==> src/sv/bdd_pkg.sv <==
// Shared widths, pipeline payload types and the 2^x fraction table for the box delta decoder.
`default_nettype none

package bdd_pkg;

  // Field widths of the stream items.
  localparam int COORD_W = 18;   // signed Q14.4 coordinates
  localparam int DELTA_W = 16;   // signed Q4.12 deltas

  // Internal widths, each sized to the range its value can reach.
  localparam int SIZE_W  = 20;   // anchor size or corner sum, Q.4
  localparam int SCL_W   = 34;   // delta times log2(e), Q.28
  localparam int PSH_W   = 36;   // shift delta times size, Q.16
  localparam int CTR_W   = 37;   // centre, Q.16
  localparam int EXP_W   = 5;    // integer part of the power of two, -12..11
  localparam int FRAC_W  = 16;   // fraction bits of the power of two
  localparam int MANT_W  = 31;   // 2^fraction mantissa, Q.30, below 2.0
  localparam int PROD_W  = 52;   // size times mantissa
  localparam int SHAMT_W = 5;    // rounding shift, 8..31
  localparam int HALF_W  = 44;   // half of the scaled size, Q.16
  localparam int SUM_W   = 45;   // corner before rounding, Q.16

  localparam int LOG2E_Q16 = 94548;
  localparam int COORD_MAX = 131071;
  localparam int COORD_MIN = -131072;

  // Payload after the first register stage.
  typedef struct packed {
    logic signed [SIZE_W-1:0]  w;
    logic signed [SIZE_W-1:0]  h;
    logic signed [SIZE_W-1:0]  sx;    // x1 + x2 + one pixel
    logic signed [SIZE_W-1:0]  sy;
    logic signed [DELTA_W-1:0] dx;
    logic signed [DELTA_W-1:0] dy;
    logic signed [SCL_W-1:0]   tw;
    logic signed [SCL_W-1:0]   th;
  } st1_t;

  // Payload after the second register stage.
  typedef struct packed {
    logic signed [SIZE_W-1:0]  w;
    logic signed [SIZE_W-1:0]  h;
    logic signed [SIZE_W-1:0]  sx;
    logic signed [SIZE_W-1:0]  sy;
    logic signed [PSH_W-1:0]   dxw;
    logic signed [PSH_W-1:0]   dyh;
    logic signed [EXP_W-1:0]   iw;
    logic signed [EXP_W-1:0]   ih;
    logic [FRAC_W-1:0]         fw;
    logic [FRAC_W-1:0]         fh;
  } st2_t;

  // Payload of the mantissa stages.
  typedef struct packed {
    logic signed [CTR_W-1:0]   cx;
    logic signed [CTR_W-1:0]   cy;
    logic signed [SIZE_W-1:0]  w;
    logic signed [SIZE_W-1:0]  h;
    logic signed [EXP_W-1:0]   iw;
    logic signed [EXP_W-1:0]   ih;
    logic [FRAC_W-1:0]         fw;
    logic [FRAC_W-1:0]         fh;
    logic [MANT_W-1:0]         mw;
    logic [MANT_W-1:0]         mh;
  } mant_t;

  typedef struct packed {
    logic signed [CTR_W-1:0]   cx;
    logic signed [CTR_W-1:0]   cy;
    logic signed [PROD_W-1:0]  pw;
    logic signed [PROD_W-1:0]  ph;
    logic [SHAMT_W-1:0]        shw;
    logic [SHAMT_W-1:0]        shh;
  } prod_t;

  typedef struct packed {
    logic signed [CTR_W-1:0]   cx;
    logic signed [CTR_W-1:0]   cy;
    logic signed [HALF_W-1:0]  hw;
    logic signed [HALF_W-1:0]  hh;
  } half_t;

  typedef struct packed {
    logic signed [SUM_W-1:0]   x1;
    logic signed [SUM_W-1:0]   y1;
    logic signed [SUM_W-1:0]   x2;
    logic signed [SUM_W-1:0]   y2;
  } sum_t;

  // 2^(2^-k) in Q.30 for fraction bit k.
  function automatic logic [MANT_W-1:0] pow2_frac(input int k);
    logic [MANT_W-1:0] t;
    case (k)
      1:       t = 31'd1518500250;
      2:       t = 31'd1276901417;
      3:       t = 31'd1170923762;
      4:       t = 31'd1121280436;
      5:       t = 31'd1097253708;
      6:       t = 31'd1085434106;
      7:       t = 31'd1079572136;
      8:       t = 31'd1076653033;
      9:       t = 31'd1075196443;
      10:      t = 31'd1074468888;
      11:      t = 31'd1074105294;
      12:      t = 31'd1073923544;
      13:      t = 31'd1073832680;
      14:      t = 31'd1073787251;
      15:      t = 31'd1073764537;
      16:      t = 31'd1073753181;
      default: t = 31'd1073741824;
    endcase
    return t;
  endfunction

  // One mantissa update: m * t in Q.30, rounded half up.
  function automatic logic [MANT_W-1:0] frac_step(input logic [MANT_W-1:0] m,
                                                  input logic [MANT_W-1:0] t);
    logic [2*MANT_W:0] p;
    p = (63'(m) * 63'(t)) + (63'd1 << 29);
    return p[MANT_W+29:30];
  endfunction

endpackage

`default_nettype wire

==> src/sv/bdd_corner.sv <==
// Rounds one Q.16 corner to Q14.4 and clamps it to the coordinate range.
`default_nettype none

module bdd_corner (
  input  wire logic signed [bdd_pkg::SUM_W-1:0]   v,
  output logic signed [bdd_pkg::COORD_W-1:0]      coord,
  output logic                                    clamped
);
  import bdd_pkg::*;

  localparam int RND_W = SUM_W - 11;

  logic signed [SUM_W:0]   biased;
  logic signed [RND_W-1:0] rnd;

  always_comb begin
    biased = $signed({v[SUM_W-1], v}) + $signed((SUM_W+1)'(2048));
    rnd    = biased[SUM_W:12];
    if (rnd > COORD_MAX) begin
      coord   = COORD_W'(COORD_MAX);
      clamped = 1'b1;
    end else if (rnd < COORD_MIN) begin
      coord   = COORD_W'(COORD_MIN);
      clamped = 1'b1;
    end else begin
      coord   = rnd[COORD_W-1:0];
      clamped = 1'b0;
    end
  end

endmodule

`default_nettype wire

==> config.mk <==
export PLATFORM = sky130hd
export DESIGN_NAME = bdd_corner
export DESIGN_NICKNAME = d
export VERILOG_FILES = /design/src/sv/bdd_pkg.sv /design/src/sv/bdd_corner.sv
export SDC_FILE = /design/constraint.sdc
export NUM_CORES = 1
export LEC_CHECK = 0
export BUFFER_PORTS_ARGS = -buffer_cell sky130_fd_sc_hd__buf_2
export CAP_MARGIN = 20
export CORE_ASPECT_RATIO = 0.8
export CORE_MARGIN = 3
export CORE_UTILIZATION = 40
export DETAILED_ROUTE_END_ITERATION = 8
export PLACE_DENSITY_LB_ADDON = 0.2
export SKIP_LAST_GASP = 1
export SLEW_MARGIN = 25
export SYNTH_ARGS = -nofsm -noshare
export SYNTH_HDL_FRONTEND = slang
export SYNTH_SLANG_ARGS = --single-unit
==> constraint.sdc <==
create_clock -name vclk -period 1.95
set_input_delay 0.0975 -clock vclk [all_inputs]
set_output_delay 0.0975 -clock vclk [all_outputs]
set_load 0.02 [all_outputs]
==> run summary, run 1 <==
Hpwl dp: 3960 um
Synth unique cells: 50
Failed at: global routing (5_1_grt)
Err: [ERROR DPL-0033] detailed placement checks failed during check placement.
Status: aborted with a tool error
Cell row count: 17
IO buf count: 53
Worst EP kind: top-level output
Top Ports: 64
Syn. warnings: 0
Post-synthesis net count: 225
Avg Inst Size Synth: 6.79 sq um
Hold buffers post-CTS: 0
Largest net degree at the start of global routing: 18
Register area share after synthesis: 0%
Mapped Area: 0.00122 sq mm
Cell count after synthesis: 179
Worst-path endpoint after global-route repair_timing: coord[10]
Die height: 55.3 um
Initial core utilization: 43.0%
GP Congestion: 0.974
Die Span X: 67.7 um
Antenna violations before repair: 1
-- cells in the mapped netlist (2+ instances only) --
master     n  share of area (%)
nor3b_1    2                1.2
o21ai_1    5                2.1
nor4_1     2                1.0
a31oi_1    4                2.1
nor2_1    12                3.7
a211oi_1   3                1.9
nand4_1   13                6.7
nand2_1   19                5.9
buf_6      2                1.9
nor3_2     2                1.6
mux2i_1    2                1.6
xor2_1    12                8.6
xnor2_1   11                7.9
nor3_1     7                2.9
and4_1     5                3.6
and2_1     2                1.0
nand3_1   11                4.5
clkbuf_1   5                1.5
o21ai_2    6                4.3
o211ai_1   2                1.2
and3_1     7                3.6
inv_1      7                2.2
a41oi_1    2                1.4
o21ai_0    8                3.3
or3_1      2                1.0
nand3b_1   2                1.2
-- cell families after synthesis --
family	share of synthesized area [%]
xor+xnor	16.6
mux	1.65
buf+inv	6.17
compound gates	27.1
simple gates	47.5
fa+ha+maj	1.03
-- per-stage QoR --
step	cells	worst slack, ps	instance area (sq um)	setup TNS, ps	hold WS [ps]
CTS	349	-361	2490	-6130	684
detailed placement	336	-394	2160	-6630	706
global placement	336	-335	2160	-5780	707
floorplan	179	-212	1350	-3280	401
-- what timing repair did --
item / in CTS
gates cloned: 1
setup endpoints to repair: 18
setup buffers: 12
gates resized for setup: 52
==> inputs of run 2 (changes only) <==
--- a/config.mk
+++ b/config.mk
@@ -7,11 +7,10 @@
 export LEC_CHECK = 0
 export BUFFER_PORTS_ARGS = -buffer_cell sky130_fd_sc_hd__buf_2
 export CAP_MARGIN = 20
-export CORE_ASPECT_RATIO = 0.8
 export CORE_MARGIN = 3
-export CORE_UTILIZATION = 40
+export CORE_UTILIZATION = 25
 export DETAILED_ROUTE_END_ITERATION = 8
-export PLACE_DENSITY_LB_ADDON = 0.2
+export PLACE_DENSITY_LB_ADDON = 0.15
 export SKIP_LAST_GASP = 1
 export SLEW_MARGIN = 25
 export SYNTH_ARGS = -nofsm -noshare
==> constraint.sdc (replaced) <==
create_clock -name vclk -period 2.54
set_input_delay 0.127 -clock vclk [all_inputs]
set_output_delay 0.127 -clock vclk [all_outputs]
set_load 0.02 [all_outputs]
==> run 2 against run 1 <==
Net effect:
- the run now ends clean
- synthesized cell count is the same
- synthesized area unchanged
==> run summary, run 2 <==
Status: completed (was aborted with a tool error)
Mapped Area: 0.00122 sq mm (unchanged)
Top Ports: 64 (unchanged)
RSZ-0062 raised after global routing: yes
Power Density: 122 mW/mm^2
Most frequent cells in the layout: buf_2 (49), buf_4 (36), nand2_1 (17)
Synth Area in Simple Gates: 47.5% (unchanged)
Slew HR: 71.5%
Sw frac: 57.7%
Via Count: 1672
Total Power: 0.000236 W
Crit path DAT: 2320 ps
Buffers & Inverters on Critical Path: 5
Antenna Nets Post-Route: 0
Worst path max stage delay: 420 ps
Final setup viols: 0
DRC Markers: 0
Syn. warnings: 0 (unchanged)
Post-Layout Cell Count: 328
ANT cells: 0
Register area share after synthesis: 0% (unchanged)
Clock power share: 0%
Post-DP Area: 0.00176 sq mm (was 0.00216 sq mm)
Routed WL: 4390 um
Hold buffers post-CTS: 0 (unchanged)
DR vias/cell: 5.10
Worst-Margin Slew: 425 ps
Hpwl dp: 3640 um (was 3960 um)
Pre-Repair DR Iteration Count: 4
Seq_cells: 0
Placed Instances: 322 (was 336)
Part of the cycle the worst path needs: 96.5%
Ranking of synthesized cells by area: xor2_1 (8.6%), xnor2_1 (7.9%), nand4_1 (6.7%) (unchanged)
Critical path, cell by cell: clkbuf_4 > nand3_1 > buf_4 > nor3_4 > buf_6 > nand2_2 > a2111oi_4 > o21ai_2 > o41ai_4 > buf_4 > o21ai_1 > buf_4
Crit start category: primary input
Final nets: 311
Max-cap violation count: 0
Detailed Route Iter0 Violations: 83
Compound-gate portion of the synthesized area: 27.1% (unchanged)
Required time worst endpoint: 2410 ps
Initial core utilization: 26.8% (was 43.0%)
Gr usage total: 15.2%
Layout fillers: 485
Synth area leader: xor2_1 (unchanged)
Largest net degree at the start of global routing: 18
Cell row count: 24 (was 17)
Largest family of logic cells by synthesized area: simple AND/OR/NAND/NOR gates (unchanged)
Crit Path Class: in2out
Worst hold path depth: 4
Die Span X: 75.7 um (was 67.7 um)
Fin. Hold Viols: 0
CP Capture Type: output port
Area of the multi-input gates: 0.00124 sq mm
Pleak: 0.775 nW
Cell count after synthesis: 179 (unchanged)
CP delay by family, top: compound AO/OA/AOI/OAI gates
Mux cell area share after synthesis: 1.65% (unchanged)
Avg WL per Cell: 13.4 um
IO buf count: 53 (unchanged)
Die ar.: 0.00574 sq mm
Final Util: 42.7%
Combinational power share: 100.0%
Worst Hold Launch: v[24]
Worst-path fanout max: 7
Synth unique cells: 50 (unchanged)
Post-Synth Adder-Cell Area: 1.03% (unchanged)
TNS Setup: 0 ps
Slowest CP cell: o41ai_4
Commonest non-fill, non-tap cell in the layout: buf_2
Clock buffer cells: 0
Crit path top cell by count: buf_4
Vias in the first global route: 1535
Final min period: 2450 ps
Slew Limit Fails: 0
Core outline area: 0.00453 sq mm
FF/Latch Area: 0 sq um
Internal power: 0.0000997 W
Cell with the most instances after synthesis: nand2_1 (unchanged)
Commonest cells in the netlist: nand2_1 (19), nand4_1 (13), nor2_1 (12), xor2_1 (12) (unchanged)
Layout cells sized above 1: 45.6%
Seq pwr share: 0%
Post-route cell area: 0.00194 sq mm
NetSw: 0.000136 W
Fmax: 408 MHz
Post-synthesis net count: 225 (unchanged)
Die height: 75.7 um (was 55.3 um)
Synth-to-Final Area Change: 59.2%
Hold Path End: coord[12]
Global-route wire length before repair: 7130 um
VDD IR-drop max: 0.0000736 V
Share of the synthesized area in the top cell type: 8.64% (unchanged)
Antenna violations before repair: 0
GR Overflow Total: 0
Avg Inst Size Synth: 6.79 sq um (unchanged)
Worst hold-check path type: in2out
GP Congestion: 0.836 (was 0.974)
Post-Synth XOR/XNOR Area: 16.6% (unchanged)
==> run 2: cell counts after synthesis <==
No cell type changed its count.
==> run 2: power groups by stage <==
stage	Combinational [W]	Clock [W]	Sequential (W)
after floorplan	0.000114	0	0
after global placement	0.000222	0	0
after detailed placement	0.000221	0	0
after CTS	0.000223	0	0
after global routing	0.000257	0	0
final	0.000236	0	0
==> run 2: how the worst max path moves through the flow <==
stage / from / to / cells after the start
floorplan: v[11] / coord[0] / 9
global placement: v[24] / coord[1] / 11
detailed placement: v[24] / coord[3] / 11
CTS: v[20] / coord[3] / 12
global route: v[13] / coord[3] / 12
finish: v[13] / coord[3] / 12
==> run 2: tightest hold or removal path: stages <==
cell,delay [ps]
buf_2,90
xor2_1,70
o21ai_2,90
buf_2,150
==> run 2: area by class of cell <==
class              count  area share (%)
well taps             65            4.20
multi-input cells    164            63.9
repair buffers        92            30.5
inverters              7            1.36
==> run 2: kinds of logic after synthesis <==
| family | after synthesis |
|---|---|
| AND/OR/NAND/NOR | 96 |
| adder cells (fa/ha/maj) | 1 |
| buffers and inverters | 15 |
| XOR/XNOR | 23 |
| AO/OA/AOI/OAI | 42 |
| multiplexers | 2 |
==> run 2: timing repair <==
action | 4_1_cts | 5_1_grt
setup endpoints to repair | 18 | 18
gates resized for setup | 1 | 30
pin swaps | 1 | 7
gates cloned | 0 | 1
buffers inserted | 2 | 3
==> run 2: metrics by stage <==
| stage | setup WS [ps] | hold WS, ps |
|---|---|---|
| 2_1_floorplan | 33.8 | 460 |
| 3_3_place_gp | -113 | 668 |
| 3_5_place_dp | -101 | 665 |
| 4_1_cts | 34.8 | 668 |
| 5_1_grt | -39.9 | 692 |
| 6_report | 88.2 | 661 |
==> run 2: layer usage <==
layer,global-route usage [%],wire (um)
met1,23.9,2190
met5,0,0
met4,0.777,0
met2,23.5,1930
met3,0.660,275
(Power assumes the default switching activity.)
==> inputs of run 3 (changes only) <==
--- a/config.mk
+++ b/config.mk
@@ -7,9 +7,10 @@
 export LEC_CHECK = 0
 export BUFFER_PORTS_ARGS = -buffer_cell sky130_fd_sc_hd__buf_2
 export CAP_MARGIN = 20
-export CORE_MARGIN = 3
-export CORE_UTILIZATION = 25
+export CORE_AREA = 3 3 64 66
 export DETAILED_ROUTE_END_ITERATION = 8
+export DIE_AREA = 0 0 67 69
+export MAX_ROUTING_LAYER = met4
 export PLACE_DENSITY_LB_ADDON = 0.15
 export SKIP_LAST_GASP = 1
 export SLEW_MARGIN = 25
==> run 3 against run 2 <==
Net effect:
- count of clock-buffer cells in the layout unchanged
- routed wire length decreased by 2.0%
- largest power group unchanged
- core utilization increased by 11 points
- critical path depth unchanged
- critical endpoint is now coord[1]
- maximum frequency increased by 0.63%
- setup slack improved by 15 ps
==> run summary, run 3 (same netlist as run 2, synthesis figures left out) <==
Clock power share: 0% (about the same)
Worst-path fanout max: 12 (was 7)
IO buf count: 53 (unchanged)
Hpwl dp: 3360 um (was 3640 um)
Routed WL: 4300 um (was 4390 um)
Part of the cycle the worst path needs: 95.9% (was 96.5%)
Initial core utilization: 33.5% (was 26.8%)
Internal power: 0.000104 W (was 0.0000997 W)
Final worst setup slack: 104 ps (was 88.2 ps)
Seq pwr share: 0% (about the same)
CP Capture Type: output port (unchanged)
Total Power: 0.000243 W (was 0.000236 W)
Required time worst endpoint: 2410 ps (about the same)
Status: completed (unchanged)
Crit path DAT: 2310 ps (was 2320 ps)
Fin. Hold Viols: 0 (unchanged)
Met3 Use GR: 0.489% (was 0.660%)
Combinational power share: 100.0% (about the same)
Layout fillers: 396 (was 485)
Pleak: 0.828 nW (was 0.775 nW)
GP Congestion: 0.888 (was 0.836)
Final nets: 315 (was 311)
Core outline area: 0.00363 sq mm (was 0.00453 sq mm)
Avg WL per Cell: 13.7 um (was 13.4 um)
Antenna violations before repair: 0 (unchanged)
Pre-Repair DR Iteration Count: 4 (unchanged)
Via Count: 1713 (was 1672)
Die ar.: 0.00462 sq mm (was 0.00574 sq mm)
Slew HR: 68.6% (was 71.5%)
Fmax: 410 MHz (was 408 MHz)
Met1 GRT Util: 27.7% (was 23.9%)
Cell row count: 22 (was 24)
Global-route wire length before repair: 7040 um (was 7130 um)
Antenna Nets Post-Route: 0 (unchanged)
Commonest non-fill, non-tap cell in the layout: buf_2 (unchanged)
Layout cells sized above 1: 47.9% (was 45.6%)
NetSw: 0.000139 W (was 0.000136 W)
Largest net degree at the start of global routing: 18 (unchanged)
Detailed Route Iter0 Violations: 88 (was 83)
Max-cap violation count: 0 (unchanged)
Most frequent cells in the layout: buf_2 (52), buf_4 (41), nand2_1 (19) (was buf_2 (49), buf_4 (36), nand2_1 (17))
Grt peak-use layer: met2 (was met1)
Die Span X: 67 um (was 75.7 um)
Worst hold-check path type: in2out (unchanged)
Crit start category: primary input (unchanged)
ANT cells: 0 (unchanged)
Hold buffers post-CTS: 0 (unchanged)
Final min period: 2440 ps (was 2450 ps)
Final setup viols: 0 (unchanged)
Gr usage total: 18.4% (was 15.2%)
Final Util: 53.4% (was 42.7%)
DR vias/cell: 5.44 (was 5.10)
Synth-to-Final Area Change: 59.7% (was 59.2%)
DRC Markers: 0 (unchanged)
VDD IR-drop max: 0.0000555 V (was 0.0000736 V)
FF/Latch Area: 0 sq um (unchanged)
Die height: 69 um (was 75.7 um)
Top Ports: 64 (unchanged)
Worst-Margin Slew: 467 ps (was 425 ps)
Sw frac: 57.3% (was 57.7%)
Clock buffer cells: 0 (unchanged)
Seq_cells: 0 (unchanged)
Slew Limit Fails: 0 (unchanged)
Power Density: 125 mW/mm^2 (was 122 mW/mm^2)
Crit Path Class: in2out (unchanged)
Vias in the first global route: 1595 (was 1535)
GR Overflow Total: 0 (unchanged)
GR met2 Demand/Resource: 28.8% (was 23.5%)
Dpl ws: -52.2 ps (was -101 ps)
## run 3: per-stage QoR
step | cell area [sq um] | std cells | hold WS, ps | TNS (ps)
6_report | 1940 | 315 | 673 | 0
3_5_place_dp | 1760 | 308 | 671 | -376
3_3_place_gp | 1760 | 308 | 675 | -342
4_1_cts | 1800 | 311 | 677 | 0
5_1_grt | 1940 | 315 | 706 | -369
2_1_floorplan | 1220 | 179 | 460 | 0
## run 3: final timing paths
path / endpoint / start / cells past startpoint
max: coord[1] / v[17] / 12
min: coord[12] / v[24] / 4
## run 3: power groups by stage
stage | sequential [W] | clock, W | combinational [W]
CTS | 0 | 0 | 0.000229
finish | 0 | 0 | 0.000243
floorplan | 0 | 0 | 0.000114
global placement | 0 | 0 | 0.000226
detailed placement | 0 | 0 | 0.000226
global route | 0 | 0 | 0.000266
## run 3: layout make-up
class | instances | area [sq um] | area share [%]
Inverter | 7 | 26.3 | 1.35
Multi-Input combinational cell | 164 | 1250 | 64.6
Tap cell | 48 | 60.1 | 3.09
Timing Repair Buffer | 96 | 602 | 31.0
## run 3: routing by layer
layer | up-vias | share of wire [%]
met5 | - | 0
met4 | 0 | 0
met3 | 0 | 3.8
met2 | 46 | 48
met1 | 795 | 49
li1 | 872 | -
## run 3: critical path, stage by stage
cell and delay [ps]:
buf_2 120, nand2_1 220, nor4_4 50, buf_4 160, buf_6 140, a31o_2 240
a211oi_2 230, o21ai_2 100, o41ai_4 450, buf_4 210, o21ai_0 80, buf_2 170
## run 3: repair_timing
action                     CTS  global route
buffers inserted             3             3
setup endpoints to repair   16            18
cloned                       0             1
pin swaps                    3             8
gates resized for setup      4            25
